[config.mk]
export PLATFORM = sky130hd
export DESIGN_NAME = camera_imu_timestamp_aligner
export DESIGN_NICKNAME = d
export VERILOG_FILES = /design/src/rtl/cita_pkg.sv /design/src/rtl/camera_imu_timestamp_aligner.sv /design/src/rtl/cita_mem.sv
export SDC_FILE = /design/constraint.sdc
export NUM_CORES = 2
export LEC_CHECK = 0
export BUFFER_PORTS_ARGS = -buffer_cell sky130_fd_sc_hd__buf_2
export CAP_MARGIN = 20
export CORE_ASPECT_RATIO = 1.2
export CORE_UTILIZATION = 68
export DETAILED_ROUTE_END_ITERATION = 8
export GPL_ROUTABILITY_DRIVEN = 0
export PLACE_DENSITY_LB_ADDON = 0.05
export SKIP_CTS_REPAIR_TIMING = 1
export SYNTH_ARGS = -nofsm -noshare
export SYNTH_HDL_FRONTEND = slang
export SYNTH_SLANG_ARGS = --single-unit
[constraint.sdc]
create_clock -name clock -period 51 [get_ports clock]
set_input_delay 10.2 -clock clock [delete_from_list [all_inputs] [get_ports clock]]
set_output_delay 10.2 -clock clock [all_outputs]
set_load 0.01 [all_outputs]
[src/rtl/cita_pkg.sv]
// ----------------------------------------------------------------------------
// cita_pkg
// shared codes and widths for the camera/imu timestamp aligner
// ----------------------------------------------------------------------------
package cita_pkg;
   localparam int STAMP_BITS = 52;
   localparam int CSR_ADDR_BITS = 3;
   localparam int CSR_DATA_BITS = 26;

   typedef logic [1:0] op_type;
   localparam op_type OP_ADD_IMU   = 2'd0;
   localparam op_type OP_ADD_FRAME = 2'd1;
   localparam op_type OP_REQUEST   = 2'd2;
   localparam op_type OP_UNUSED    = 2'd3;

   typedef logic [1:0] kind_type;
   localparam kind_type KIND_FRAME  = 2'd0;
   localparam kind_type KIND_IMU    = 2'd1;
   localparam kind_type KIND_STATUS = 2'd2;

   typedef logic [2:0] status_type;
   localparam status_type ST_OK          = 3'd0;
   localparam status_type ST_IGNORED     = 3'd1;
   localparam status_type ST_DROPPED     = 3'd2;
   localparam status_type ST_NOT_RUNNING = 3'd3;
   localparam status_type ST_EMPTY       = 3'd4;
   localparam status_type ST_GAP_CLEARED = 3'd5;
   localparam status_type ST_WAITING     = 3'd6;
   localparam status_type ST_MISS_CLEARED = 3'd7;

   typedef logic [1:0] phase_type;
   localparam phase_type PH_IDLE    = 2'd0;
   localparam phase_type PH_STARTED = 2'd1;
   localparam phase_type PH_RUNNING = 2'd2;

   typedef logic [CSR_ADDR_BITS-1:0] csr_idx_type;
   localparam csr_idx_type CSR_IMAGE_DELAY = 3'd0;
   localparam csr_idx_type CSR_GAP_TOL     = 3'd1;
   localparam csr_idx_type CSR_IMAGE_WAIT  = 3'd2;
   localparam csr_idx_type CSR_IMU_WAIT    = 3'd3;
   localparam csr_idx_type CSR_MISS_LIMIT  = 3'd4;
endpackage

[src/rtl/camera_imu_timestamp_aligner.sv]
// ----------------------------------------------------------------------------
// camera_imu_timestamp_aligner
// queues camera frame and imu sample tags and hands out aligned groups
// ----------------------------------------------------------------------------
// req_ carries one command per beat: tuser is the op (add imu, add frame,
// request), tdata holds stamp and tag. rsp_ carries result beats: tuser is the
// kind, tdata holds stamp, tag and status, tlast marks the final beat of a
// command. csr_ writes the five setup registers, only while idle: a rule
// for the user, which the block itself does not enforce. An add passes
// through the execute and send states to its status beat; a new command is
// taken only once the previous one has finished its work. A request reads
// queue head and tail from the two queue memories (one read port each) and
// passes the read-back, compare, decide and frame states to its first beat;
// each further imu beat passes the next and read states for the imu head read.
// The result register holds a beat while rsp_tready is low; the sequencer
// waits with it and holds its state. Reset empties both queues, sets the
// phase to not started and loads register defaults; there is no clearing pass.
// ----------------------------------------------------------------------------
module camera_imu_timestamp_aligner #(
   parameter int FRAME_DEPTH = 16,
   parameter int IMU_DEPTH = 32,
   parameter int TAG_BITS = 16
) (
   input  logic clock,
   input  logic reset,
   input  logic req_tvalid,
   output logic req_tready,
   // stamp_us, msg_tag
   input  logic [((cita_pkg::STAMP_BITS+TAG_BITS+7)/8)*8-1:0] req_tdata,
   // op
   input  logic [1:0] req_tuser,
   output logic rsp_tvalid,
   input  logic rsp_tready,
   // out_stamp_us, out_tag, status
   output logic [((cita_pkg::STAMP_BITS+TAG_BITS+3+7)/8)*8-1:0] rsp_tdata,
   // kind
   output logic [1:0] rsp_tuser,
   output logic rsp_tlast,
   input  logic csr_we,
   input  logic [cita_pkg::CSR_ADDR_BITS-1:0] csr_addr,
   input  logic [cita_pkg::CSR_DATA_BITS-1:0] csr_wdata
);
   import cita_pkg::*;

   localparam int SB = STAMP_BITS;
   localparam int EW = SB + TAG_BITS;
   localparam int OW = ((SB + TAG_BITS + 3 + 7) / 8) * 8;
   localparam int FAW = $clog2(FRAME_DEPTH);
   localparam int FCW = $clog2(FRAME_DEPTH + 1);
   localparam int IAW = $clog2(IMU_DEPTH);
   localparam int ICW = $clog2(IMU_DEPTH + 1);
   localparam int XW = SB + 3;

   typedef enum logic [3:0] {
      S_IDLE, S_EXEC, S_SEND, S_RD_BACK, S_CMP, S_DECIDE, S_FRM, S_NXT, S_NRD
   } state_type;

   state_type state_ff, state_in;
   op_type op_ff, op_in;
   logic [SB-1:0] stamp_ff, stamp_in;
   logic [TAG_BITS-1:0] tag_ff, tag_in;
   phase_type phase_ff, phase_in;
   logic [SB-1:0] start_ff, start_in;
   logic [4:0] miss_ff, miss_in;
   logic [FAW-1:0] fhead_ff, fhead_in;
   logic [FCW-1:0] fcount_ff, fcount_in;
   logic [IAW-1:0] ihead_ff, ihead_in;
   logic [ICW-1:0] icount_ff, icount_in;
   logic signed [20:0] delay_ff, delay_in;
   logic [25:0] gap_ff, gap_in;
   logic [4:0] iwc_ff, iwc_in;
   logic [5:0] mwc_ff, mwc_in;
   logic [4:0] mlim_ff, mlim_in;
   logic [SB-1:0] ffront_ff, ffront_in;
   logic [TAG_BITS-1:0] ftag_ff, ftag_in;
   logic [SB-1:0] cand_ff, cand_in;
   logic [TAG_BITS-1:0] ctag_ff, ctag_in;
   logic signed [XW-1:0] limit_ff, limit_in;
   status_type res_ff, res_in;
   logic rlast_ff, rlast_in;
   logic rsp_valid_ff, rsp_valid_in;
   kind_type rsp_kind_ff, rsp_kind_in;
   logic [SB-1:0] rsp_stamp_ff, rsp_stamp_in;
   logic [TAG_BITS-1:0] rsp_tag_ff, rsp_tag_in;
   status_type rsp_status_ff, rsp_status_in;
   logic rsp_last_ff, rsp_last_in;

   logic f_we, i_we;
   logic [FAW-1:0] f_waddr, f_raddr, ftail, fback, fhead_nx;
   logic [IAW-1:0] i_waddr, i_raddr, itail, iback, ihead_nx;
   logic [EW-1:0] f_rd, i_rd;
   logic [FAW:0] fsum, fsum1;
   logic [IAW:0] isum, isum1;
   logic out_free;
   logic signed [XW-1:0] d_s, gap_s, st_s, start_s, fb_s, ib_s, ff_s, if_s, ir_s, cand_s;

   cita_mem #(.DEPTH(FRAME_DEPTH), .WIDTH(EW), .AW(FAW)) u_frame_mem (
      .clock(clock), .wr_en(f_we), .wr_addr(f_waddr),
      .wr_data({tag_ff, stamp_ff}), .rd_addr(f_raddr), .rd_data(f_rd)
   );

   cita_mem #(.DEPTH(IMU_DEPTH), .WIDTH(EW), .AW(IAW)) u_imu_mem (
      .clock(clock), .wr_en(i_we), .wr_addr(i_waddr),
      .wr_data({tag_ff, stamp_ff}), .rd_addr(i_raddr), .rd_data(i_rd)
   );

   always_comb begin
      fsum = {1'b0, fhead_ff} + (FAW+1)'(fcount_ff);
      fsum1 = fsum - (FAW+1)'(1);
      ftail = (fsum >= (FAW+1)'(FRAME_DEPTH)) ? FAW'(fsum - (FAW+1)'(FRAME_DEPTH)) : FAW'(fsum);
      fback = (fsum1 >= (FAW+1)'(FRAME_DEPTH)) ?
              FAW'(fsum1 - (FAW+1)'(FRAME_DEPTH)) : FAW'(fsum1);
      fhead_nx = (fhead_ff == FAW'(FRAME_DEPTH - 1)) ? '0 : fhead_ff + FAW'(1);
      isum = {1'b0, ihead_ff} + (IAW+1)'(icount_ff);
      isum1 = isum - (IAW+1)'(1);
      itail = (isum >= (IAW+1)'(IMU_DEPTH)) ? IAW'(isum - (IAW+1)'(IMU_DEPTH)) : IAW'(isum);
      iback = (isum1 >= (IAW+1)'(IMU_DEPTH)) ? IAW'(isum1 - (IAW+1)'(IMU_DEPTH)) : IAW'(isum1);
      ihead_nx = (ihead_ff == IAW'(IMU_DEPTH - 1)) ? '0 : ihead_ff + IAW'(1);
      f_raddr = (state_ff == S_RD_BACK) ? fback : fhead_ff;
      i_raddr = (state_ff == S_RD_BACK) ? iback : ihead_ff;
      f_waddr = ftail;
      i_waddr = itail;

      d_s = $signed({{(XW-21){delay_ff[20]}}, delay_ff});
      gap_s = $signed({{(XW-26){1'b0}}, gap_ff});
      st_s = $signed({3'b000, stamp_ff});
      start_s = $signed({3'b000, start_ff});
      fb_s = $signed({3'b000, f_rd[SB-1:0]});
      ib_s = $signed({3'b000, i_rd[SB-1:0]});
      ir_s = ib_s;
      ff_s = $signed({3'b000, ffront_ff});
      if_s = $signed({3'b000, cand_ff});
      cand_s = if_s;
      out_free = !rsp_valid_ff || rsp_tready;
   end

   always_comb begin
      state_in = state_ff;
      op_in = op_ff;
      stamp_in = stamp_ff;
      tag_in = tag_ff;
      phase_in = phase_ff;
      start_in = start_ff;
      miss_in = miss_ff;
      fhead_in = fhead_ff;
      fcount_in = fcount_ff;
      ihead_in = ihead_ff;
      icount_in = icount_ff;
      delay_in = delay_ff;
      gap_in = gap_ff;
      iwc_in = iwc_ff;
      mwc_in = mwc_ff;
      mlim_in = mlim_ff;
      ffront_in = ffront_ff;
      ftag_in = ftag_ff;
      cand_in = cand_ff;
      ctag_in = ctag_ff;
      limit_in = limit_ff;
      res_in = res_ff;
      rlast_in = rlast_ff;
      rsp_valid_in = rsp_valid_ff && !rsp_tready;
      rsp_kind_in = rsp_kind_ff;
      rsp_stamp_in = rsp_stamp_ff;
      rsp_tag_in = rsp_tag_ff;
      rsp_status_in = rsp_status_ff;
      rsp_last_in = rsp_last_ff;
      f_we = 1'b0;
      i_we = 1'b0;
      req_tready = (state_ff == S_IDLE);

      if (csr_we) begin
         unique case (csr_addr)
            CSR_IMAGE_DELAY: delay_in = $signed(csr_wdata[20:0]);
            CSR_GAP_TOL:     gap_in = csr_wdata;
            CSR_IMAGE_WAIT:  iwc_in = csr_wdata[4:0];
            CSR_IMU_WAIT:    mwc_in = csr_wdata[5:0];
            CSR_MISS_LIMIT:  mlim_in = csr_wdata[4:0];
            default: ;
         endcase
      end

      unique case (state_ff)
         S_IDLE: begin
            if (req_tvalid) begin
               op_in = req_tuser;
               stamp_in = req_tdata[SB-1:0];
               tag_in = req_tdata[EW-1:SB];
               state_in = S_EXEC;
            end
         end
         S_EXEC: begin
            state_in = S_SEND;
            res_in = ST_OK;
            unique case (op_ff)
               OP_ADD_IMU: begin
                  if ((delay_ff >= 0) || phase_ff == PH_RUNNING ||
                      (phase_ff == PH_STARTED && st_s + d_s > start_s)) begin
                     if (icount_ff == ICW'(IMU_DEPTH)) begin
                        res_in = ST_DROPPED;
                     end else begin
                        i_we = 1'b1;
                        icount_in = icount_ff + ICW'(1);
                        if (delay_ff >= 0) begin
                           if (phase_ff == PH_IDLE) begin
                              start_in = stamp_ff;
                              phase_in = PH_STARTED;
                           end
                        end else if (phase_ff == PH_STARTED) begin
                           phase_in = PH_RUNNING;
                        end
                     end
                  end else begin
                     res_in = ST_IGNORED;
                  end
               end
               OP_ADD_FRAME: begin
                  if (delay_ff < 0 && phase_ff == PH_IDLE) begin
                     start_in = stamp_ff;
                     phase_in = PH_STARTED;
                  end else if (delay_ff < 0 || phase_ff == PH_RUNNING ||
                               (phase_ff == PH_STARTED && st_s - d_s > start_s)) begin
                     if (fcount_ff == FCW'(FRAME_DEPTH)) begin
                        res_in = ST_DROPPED;
                     end else begin
                        f_we = 1'b1;
                        fcount_in = fcount_ff + FCW'(1);
                        if (delay_ff >= 0 && phase_ff == PH_STARTED) begin
                           phase_in = PH_RUNNING;
                        end
                     end
                  end else begin
                     res_in = ST_IGNORED;
                  end
               end
               OP_REQUEST: begin
                  if (phase_ff != PH_RUNNING) begin
                     res_in = ST_NOT_RUNNING;
                  end else if (fcount_ff == '0 || icount_ff == '0) begin
                     res_in = ST_EMPTY;
                  end else begin
                     state_in = S_RD_BACK;
                  end
               end
               OP_UNUSED: res_in = ST_IGNORED;
               default: res_in = ST_IGNORED;
            endcase
         end
         S_RD_BACK: begin
            ffront_in = f_rd[SB-1:0];
            ftag_in = f_rd[EW-1:SB];
            cand_in = i_rd[SB-1:0];
            ctag_in = i_rd[EW-1:SB];
            state_in = S_CMP;
         end
         S_CMP: begin
            limit_in = ff_s - d_s;
            state_in = S_DECIDE;
            if ((fb_s - d_s + gap_s < if_s) || (ff_s - d_s > ib_s + gap_s)) begin
               res_in = ST_GAP_CLEARED;
               fhead_in = '0;
               fcount_in = '0;
               ihead_in = '0;
               icount_in = '0;
               state_in = S_SEND;
            end else if (32'(fcount_ff) < 32'(iwc_ff) && 32'(icount_ff) < 32'(mwc_ff) &&
                         (ff_s - d_s > ib_s)) begin
               res_in = ST_WAITING;
               state_in = S_SEND;
            end
         end
         S_DECIDE: begin
            if (!(cand_s < limit_ff) && miss_ff > mlim_ff) begin
               miss_in = '0;
               fhead_in = '0;
               fcount_in = '0;
               ihead_in = '0;
               icount_in = '0;
               res_in = ST_MISS_CLEARED;
               state_in = S_SEND;
            end else begin
               fhead_in = fhead_nx;
               fcount_in = fcount_ff - FCW'(1);
               state_in = S_FRM;
               if (cand_s < limit_ff) begin
                  ihead_in = ihead_nx;
                  icount_in = icount_ff - ICW'(1);
                  miss_in = '0;
                  rlast_in = 1'b0;
               end else begin
                  if (miss_ff != 5'd31) begin
                     miss_in = miss_ff + 5'd1;
                  end
                  rlast_in = 1'b1;
               end
            end
         end
         S_FRM: begin
            if (out_free) begin
               rsp_valid_in = 1'b1;
               rsp_kind_in = KIND_FRAME;
               rsp_stamp_in = ffront_ff;
               rsp_tag_in = ftag_ff;
               rsp_status_in = ST_OK;
               rsp_last_in = rlast_ff;
               state_in = rlast_ff ? S_IDLE : S_NXT;
            end
         end
         S_NXT: begin
            if (out_free) begin
               rsp_valid_in = 1'b1;
               rsp_kind_in = KIND_IMU;
               rsp_stamp_in = cand_ff;
               rsp_tag_in = ctag_ff;
               rsp_status_in = ST_OK;
               if (icount_ff != '0 && ir_s < limit_ff) begin
                  rsp_last_in = 1'b0;
                  cand_in = i_rd[SB-1:0];
                  ctag_in = i_rd[EW-1:SB];
                  ihead_in = ihead_nx;
                  icount_in = icount_ff - ICW'(1);
                  state_in = S_NRD;
               end else begin
                  // stopped on a later sample: one miss after the pops
                  if (icount_ff != '0) begin
                     miss_in = 5'd1;
                  end
                  rsp_last_in = 1'b1;
                  state_in = S_IDLE;
               end
            end
         end
         S_NRD: state_in = S_NXT;
         S_SEND: begin
            if (out_free) begin
               rsp_valid_in = 1'b1;
               rsp_kind_in = KIND_STATUS;
               rsp_stamp_in = '0;
               rsp_tag_in = '0;
               rsp_status_in = res_ff;
               rsp_last_in = 1'b1;
               state_in = S_IDLE;
            end
         end
         default: state_in = S_IDLE;
      endcase
   end

   always_ff @(posedge clock) begin
      if (reset) begin
         state_ff <= S_IDLE;
         phase_ff <= PH_IDLE;
         start_ff <= '0;
         miss_ff <= '0;
         fhead_ff <= '0;
         fcount_ff <= '0;
         ihead_ff <= '0;
         icount_ff <= '0;
         delay_ff <= '0;
         gap_ff <= 26'd3000000;
         iwc_ff <= 5'd10;
         mwc_ff <= 6'd15;
         mlim_ff <= 5'd10;
         rsp_valid_ff <= 1'b0;
      end else begin
         state_ff <= state_in;
         phase_ff <= phase_in;
         start_ff <= start_in;
         miss_ff <= miss_in;
         fhead_ff <= fhead_in;
         fcount_ff <= fcount_in;
         ihead_ff <= ihead_in;
         icount_ff <= icount_in;
         delay_ff <= delay_in;
         gap_ff <= gap_in;
         iwc_ff <= iwc_in;
         mwc_ff <= mwc_in;
         mlim_ff <= mlim_in;
         rsp_valid_ff <= rsp_valid_in;
      end
      op_ff <= op_in;
      stamp_ff <= stamp_in;
      tag_ff <= tag_in;
      ffront_ff <= ffront_in;
      ftag_ff <= ftag_in;
      cand_ff <= cand_in;
      ctag_ff <= ctag_in;
      limit_ff <= limit_in;
      res_ff <= res_in;
      rlast_ff <= rlast_in;
      rsp_kind_ff <= rsp_kind_in;
      rsp_stamp_ff <= rsp_stamp_in;
      rsp_tag_ff <= rsp_tag_in;
      rsp_status_ff <= rsp_status_in;
      rsp_last_ff <= rsp_last_in;
   end

   assign rsp_tvalid = rsp_valid_ff;
   assign rsp_tuser = rsp_kind_ff;
   assign rsp_tlast = rsp_last_ff;
   assign rsp_tdata = OW'({rsp_status_ff, rsp_tag_ff, rsp_stamp_ff});
endmodule

[src/rtl/cita_mem.sv]
// ----------------------------------------------------------------------------
// cita_mem
// queue storage: one write port, one read port, registered read data
// ----------------------------------------------------------------------------
module cita_mem #(
   parameter int DEPTH = 16,
   parameter int WIDTH = 68,
   parameter int AW = 4
) (
   input  logic             clock,
   input  logic             wr_en,
   input  logic [AW-1:0]    wr_addr,
   input  logic [WIDTH-1:0] wr_data,
   input  logic [AW-1:0]    rd_addr,
   output logic [WIDTH-1:0] rd_data
);
   logic [WIDTH-1:0] mem [DEPTH];
   logic [WIDTH-1:0] rd_data_ff;

   always_ff @(posedge clock) begin
      if (wr_en) begin
         mem[wr_addr] <= wr_data;
      end
      rd_data_ff <= mem[rd_addr];
   end

   assign rd_data = rd_data_ff;
endmodule

* After elaboration in Yosys (flattened, before gate mapping)
Memories as Yosys holds them, arrays and structs flattened. A register that Yosys moved wholly into a read port is not among the register bits. Index checks and enable logic that the tools add are counted.
Operators by class: add/sub/neg operators 21, multiply operators 0, div/mod/pow operators 0, $lt $le $gt $ge 16, eq/ne operators 53, shifts and indexed selects 0, mux-type cells 122, bitwise operators 1, reductions and logical operators 56
Operators with widths (number):
- 52-bit 2-to-1 mux | 10
- 52-bit case mux with 2 select lines | 2
- 54-bit by 53-bit > comparator with 1-bit output | 3
- 53-bit by 21-bit subtractor with 54-bit output | 3
- 52-bit case mux with 3 select lines | 1
- 53-bit by 54-bit < comparator with 1-bit output | 2
- 5-bit 2-to-1 mux | 20
- 16-bit 2-to-1 mux | 5
- 54-bit by 27-bit adder with 55-bit output | 1
- 55-bit by 53-bit < comparator with 1-bit output | 1
- 53-bit by 21-bit adder with 54-bit output | 1
- 54-bit > comparator | 1
- 52-bit by 26-bit adder with 53-bit output | 1
- 6-bit 2-to-1 mux | 8
- 16-bit case mux with 3 select lines | 1
- 4-bit 2-to-1 mux | 11
- 3-bit 2-to-1 mux | 14
- 2-bit inequality test (second input constant) | 20
- 4-bit case mux with 9 select lines | 1
- 16-bit case mux with 2 select lines | 1
- 5-bit case mux with 3 select lines | 2
- 2-bit 2-to-1 mux | 14
- 6-bit case mux with 4 select lines | 1
- 1-bit 2-to-1 mux | 23
- other kinds (61) | 122
Storage, ports and cells: bits in registers 485, bits in latches 0, bits in writable memories 3264, ROM bits 0, input bits 108, memories 2
Memory list:
- u_imu_mem.mem | depth 32, width 68, rd ports 1, clocked after Yosys merged registers in 1, write ports 1, RTL line cita_mem.sv:17 | logic [WIDTH-1:0] mem [DEPTH];
- u_frame_mem.mem | depth 16, width 68, rd ports 1, clocked after Yosys merged registers in 1, write ports 1, RTL line cita_mem.sv:17

* Logic depth before layout (Yosys ltp)
depth in word-level cells 10, depth in mapped cells 32

* Cells and area by module
From an unflattened synthesis, not the netlist that was laid out.
Unflattened totals: cell total of the unflattened synthesis 9636, area, all modules 166822.5 µm²
By module, submodules not included:
- cita_mem at u_imu_mem | instances 1, cells each 3286, area each 83876.7 µm², sequential area each 66704.0 µm²
- cita_mem at u_frame_mem | instances 1, cells each 1750, area each 41980.3 µm², sequential area each 34032.6 µm²
- camera_imu_timestamp_aligner | instances 1, cells each 4600, area each 40965.5 µm², sequential area each 13092.6 µm²

* Worst setup path before layout
No wires, ideal clock.
path type reg2reg, from register delay_ff[20], to memory u_frame_mem.mem[10][0], enable pin, library setup time 662 ps, data arrival time 15354 ps, data required time 50338 ps, path slack 34984 ps, cell stages (with the launch flop) 28, buffers on the path 2, clock period less this slack 16016 ps, cell sequence dfxtp_1 clkbuf_1 clkinv_1 ha_1 buf_2 nand4_1 or3_1 nand2b_1 a21oi_1 a311oi_1 o211a_1 o31ai_1 and2_1 nor2_1 o21bai_1 a21oi_1 xnor2_1 ha_1 and3_1 nand3_1 or3_1 or4_1 o311a_1 o22ai_1 nand3_1 nand3_1 nand2_1 nor4_1
On the way: word-level cells in the longest chain between the ends 10
Ends and longest elaborated chain:
- start, declared | RTL line camera_imu_timestamp_aligner.sv:69 | logic signed [20:0] delay_ff, delay_in;
- start signal, assigned | RTL line camera_imu_timestamp_aligner.sv:373 | delay_ff <= delay_in;
- 53-bit by 21-bit subtractor with 54-bit output | RTL line camera_imu_timestamp_aligner.sv:221 | (phase_ff == PH_STARTED && st_s - d_s > start_s)) begin
- 54-bit by 53-bit > comparator with 1-bit output | RTL line camera_imu_timestamp_aligner.sv:221
- 1-bit logical AND | RTL line camera_imu_timestamp_aligner.sv:221
- 1-bit logical OR | RTL line camera_imu_timestamp_aligner.sv:220 | end else if (delay_ff < 0 || phase_ff == PH_RUNNING ||
- 1-bit 2-to-1 mux | RTL line camera_imu_timestamp_aligner.sv:220
- 1-bit 2-to-1 mux (*) | RTL line camera_imu_timestamp_aligner.sv:217 | if (delay_ff < 0 && phase_ff == PH_IDLE) begin
- 1-bit 2-to-1 mux (*) | RTL line camera_imu_timestamp_aligner.sv:194 | unique case (op_ff)
- 1-bit 2-to-1 mux (*) | RTL line camera_imu_timestamp_aligner.sv:182 | unique case (state_ff)
- 1-bit 2-to-1 mux (*) | RTL line cita_mem.sv:21 | if (wr_en) begin
- 1-bit 2-to-1 mux (implied by the code) (*) | RTL line cita_mem.sv:22 | mem[wr_addr] <= wr_data;
- end, declared | RTL line cita_mem.sv:17
Every way passes the cells marked *; elsewhere a longest branch is shown, timed or not.

* Worst setup path after layout
from register state_ff[0], to output req_tready
On the way: word-level cells in the longest chain between the ends 1
Ends and longest elaborated chain:
- start, declared | RTL line camera_imu_timestamp_aligner.sv:58 | state_type state_ff, state_in;
- start signal, assigned | RTL line camera_imu_timestamp_aligner.sv:365 | state_ff <= state_in;
- 4-bit logical NOT | RTL line camera_imu_timestamp_aligner.sv:169 | req_tready = (state_ff == S_IDLE);
- end, declared | RTL line camera_imu_timestamp_aligner.sv:27 | output logic req_tready,
No other way between the ends.

==> results.yml <==
outcome:
  status: "completed"
yosys:
  synth_seq_area_share: 0.671
  synth-seq-cells: 3885
  yosys-top-cells-area: "edfxtp_1 (64%), mux4_2 (7.2%), ha_1 (4.9%)"
  synth-main-ff-cell: "edfxtp_1"
  synth_top_family_by_area: "simple AND/OR/NAND/NOR gates"
  synth_top_cell_by_area: "edfxtp_1"
  yosysWarnings: 0
  synthArstFlopShare: 0
  synthCells: 11900
  synth_compound_area_frac: 0.0636
  syn_area_per_cell_um2: 14.2
  synth_fa_ha_area_frac: 0.0530
  ys_types: 97
  synth-edff-count: 3602
  synth-simple-area-share: 0.0983
  synth_top_area_frac: 0.638
  yosys-mux-area-fraction: 0.0758
  synth_xor_area_frac: 0.0132
  syn_nets: 12700
  netlist_area_mm2: 0.170
floorplan:
  die_x_um: 458
  io_pins: 185
  die_area_mm2: 0.252
  start_util: 0.685
  die_height_um: 549
  rows: 200
  core_area_mm2: 0.248
critical_path:
  path_cells: "nor4_1 -> buf_2"
  worstPathMaxFanout: 13
  cpMaxStageDelayCell: "nor4_1"
  path_buf_inv: 1
  required_ns: 40.80
  slowest_delay_ns: 0.66
  path_depth: 2
  reg2regPathDepth: 26
  cpLargestDelayFamily: "simple AND/OR/NAND/NOR gates"
  crit_path_end_kind: "primary output"
  cp-start-kind: "register"
  arrival_ns: 2.25
  criticalPathCategory: "reg -> out"
global_routing:
  grt.total_usage: 0.383
  antenna_found_initial: 37
  grt_pass1_vias: 108000
  grt_pass1_wl_um: 697000
  grt_max_degree: 173
  grt_overflow_total: 0
timing:
  finalSetupViolations: 0
  relSlewSlack: 0.175
  min_period_over_period: 0.244
  rsz0062_at_grt: "false"
  hold_violations: 0
  drv_slew: 0
  finalSetupTns_ns: 0
  tightest_slew_ns: 1.23
  max_freq_mhz: 80.3
  skew_ns: 0.0628
  finalCriticalPeriod_ns: 12.45
detailed_routing:
  routed_via_density: 6.89
  drt-total-wl_um: 484000
  drc: 0
  firstDrtPassIters: 9
  via_count: 108000
  initialDrtViolationCount: 15300
  drtAntennaViolNets: 0
  wire_per_inst_um: 30.8
cts:
  cts_max_path_buffers: 4
  clk_latency_ns: 0.92
  cts_tree: "yes"
  h-tree-depth: 5
  clock-root-buffer: "clkbuf_16"
  clk_pin_slew_worst_paths_ns: 0.06
  cts_sinks: 3885
  cts_buffers: 373
finish:
  fin_area_mm2: 0.187
  fillCellCount: 14400
  area_growth_pct: 10.5
  drive_above_1_share: 0.134
  nets: 13000
flow_run:
  cap_violations: 0
power:
  powerDensity_mw_per_mm2: 36.7
  p_leak_nw: 66.5
  vdd_ir_drop_max_uv: 33.3
placed_design:
  dpl_cell_area_mm2: 0.175
  port_buffers: 179
  hpwlAfterDp_um: 287000
hold_path:
  hold_class: "reg -> reg"
  holdPathStages: 0
## state kept, by name, indices dropped and copies added (netlist names), 52 cells and up
name and flops:
u_frame_mem.mem 1088, rsp_stamp_ff 52, ffront_ff 52, u_imu_mem.rd_data 68, u_frame_mem.rd_data 68, u_imu_mem.mem 2176
stamp_ff 52, start_ff 52, limit_ff 54, cand_ff 52
## per-layer routing
| layer | routed length, um | vias to the layer above | track usage | share of wire |
|---|---|---|---|---|
| met4 | 30000 | 14 | 0.212 | 0.062 |
| met1 | 164000 | 53600 | 0.481 | 0.34 |
| met3 | 59600 | 1494 | 0.0888 | 0.12 |
| li1 | - | 45700 | - | - |
| met2 | 231000 | 7561 | 0.620 | 0.48 |
| met5 | 98 | - | 0 | 0.00020 |
## where the power goes
group          switching, W  leakage, nW  internal (W)
Combinational      0.000343         25.8      0.000175
Clock               0.00119         5.96       0.00161
Sequential        0.0000276         34.7       0.00352
Total               0.00156         66.5       0.00531
## synth_stat cells, types with 13 or more instances
| cell type | number |
|---|---|
| ha_1 | 668 |
| mux4_2 | 546 |
| o21a_1 | 43 |
| buf_1 | 61 |
| and2_1 | 21 |
| nor2b_1 | 68 |
| o211ai_1 | 44 |
| a221oi_1 | 18 |
| nor3_1 | 76 |
| o21ai_0 | 298 |
| buf_2 | 69 |
| nor4_1 | 32 |
| a211oi_1 | 49 |
| o31a_1 | 14 |
| and4_1 | 22 |
| a21o_1 | 149 |
| fa_1 | 32 |
| or4_1 | 13 |
| a311oi_1 | 210 |
| a31oi_1 | 100 |
| inv_1 | 484 |
| nand4_1 | 88 |
| nand2b_1 | 54 |
| nand3_1 | 781 |
| mux2i_1 | 57 |
| nor2_1 | 331 |
| xor2_1 | 69 |
| or2_2 | 21 |
| and3_1 | 167 |
| xnor2_1 | 186 |
| edfxtp_1 | 3602 |
| a21oi_1 | 481 |
| o31ai_1 | 28 |
| o22ai_1 | 13 |
| nand2_1 | 2057 |
| or3_1 | 17 |
| dfxtp_1 | 283 |
| o21bai_1 | 51 |
| clkbuf_1 | 450 |
## through the flow
step | instances | hold slack, ns | setup slack [ns] | utilization | total power (W)
global route | 15700 | 0.410 | 38.51 | 0.756 | 0.00704
CTS | 15700 | 0.401 | 38.52 | 0.755 | 0.00686
detailed placement | 15000 | 0.389 | 38.61 | 0.706 | 0.00412
finish | 15700 | 0.401 | 38.55 | 0.756 | 0.00687
global placement | 15000 | 0.387 | 38.68 | 0.705 | 0.00410
floorplan | 11900 | 0.386 | 34.98 | - | 0.00393
## final timing paths
kind | start | slack, ns | to
setup / recovery | state_ff[0]$_SDFFE_PP0P_ | 38.55 | req_tready
hold / removal | u_frame_mem.rd_data[59]$_DFF_P_ | 0.40 | ftag_ff[7]$_DFFE_PP_
setup reg to reg | delay_ff[20]$_SDFFE_PP0P_ | 39.83 | u_imu_mem.mem[1][23]$_DFFE_PP_
hold reg to reg | u_frame_mem.rd_data[59]$_DFF_P_ | 0.40 | ftag_ff[7]$_DFFE_PP_
## worst register-to-register path: cells and delay by family (launching register included)
family,cells,cell delay [ns]
AND/OR/NAND/NOR,10,3.49
AO/OA/AOI/OAI,9,3.39
buffers and inverters,4,2.13
adder cells (fa/ha/maj),2,0.87
flip-flops,1,0.44
XOR/XNOR,1,0.43
## placed cells by master (no fill, tap or decap), types with 69 or more instances in the layout
| cell type | count |
|---|---|
| clkbuf_1 | 87 |
| a311oi_1 | 210 |
| edfxtp_1 | 3602 |
| nor3_1 | 71 |
| mux4_2 | 546 |
| xor2_1 | 69 |
| and3_1 | 164 |
| clkbuf_16 | 380 |
| xnor2_1 | 186 |
| nor2_1 | 301 |
| nand2_1 | 2056 |
| a31oi_1 | 100 |
| inv_1 | 481 |
| dfxtp_1 | 282 |
| a21o_1 | 148 |
| ha_1 | 668 |
| nand4_1 | 88 |
| buf_4 | 258 |
| buf_2 | 178 |
| a21oi_1 | 477 |
| nand3_1 | 781 |
| o21ai_0 | 285 |
## layout make-up
cell class,instances,area [um^2],area share
repair buffers,462,3340,0.0178
inverters,487,1830,0.00978
flip-flops and latches,3885,114000,0.607
well taps,3232,4040,0.0216
clock inverters,184,2020,0.0108
diodes,16,40.0,0.000214
multi-input cells,6966,52100,0.278
clock buffers,494,10200,0.0545
## kinds of logic (layout without fill, tap and decap cells)
| kind of cell | Yosys count | in the layout |
|---|---|---|
| other | 1 | 17 |
| xor gates and xnor gates | 255 | 255 |
| and+or+nand+nor | 3771 | 3771 |
| muxes | 603 | 603 |
| adders and majority gates | 700 | 700 |
| AOI/OAI and AO/OA | 1636 | 1636 |
| buffers and inverters | 1081 | 1627 |
| DFF | 3885 | 3885 |
Power figures use the tool's default switching activity.
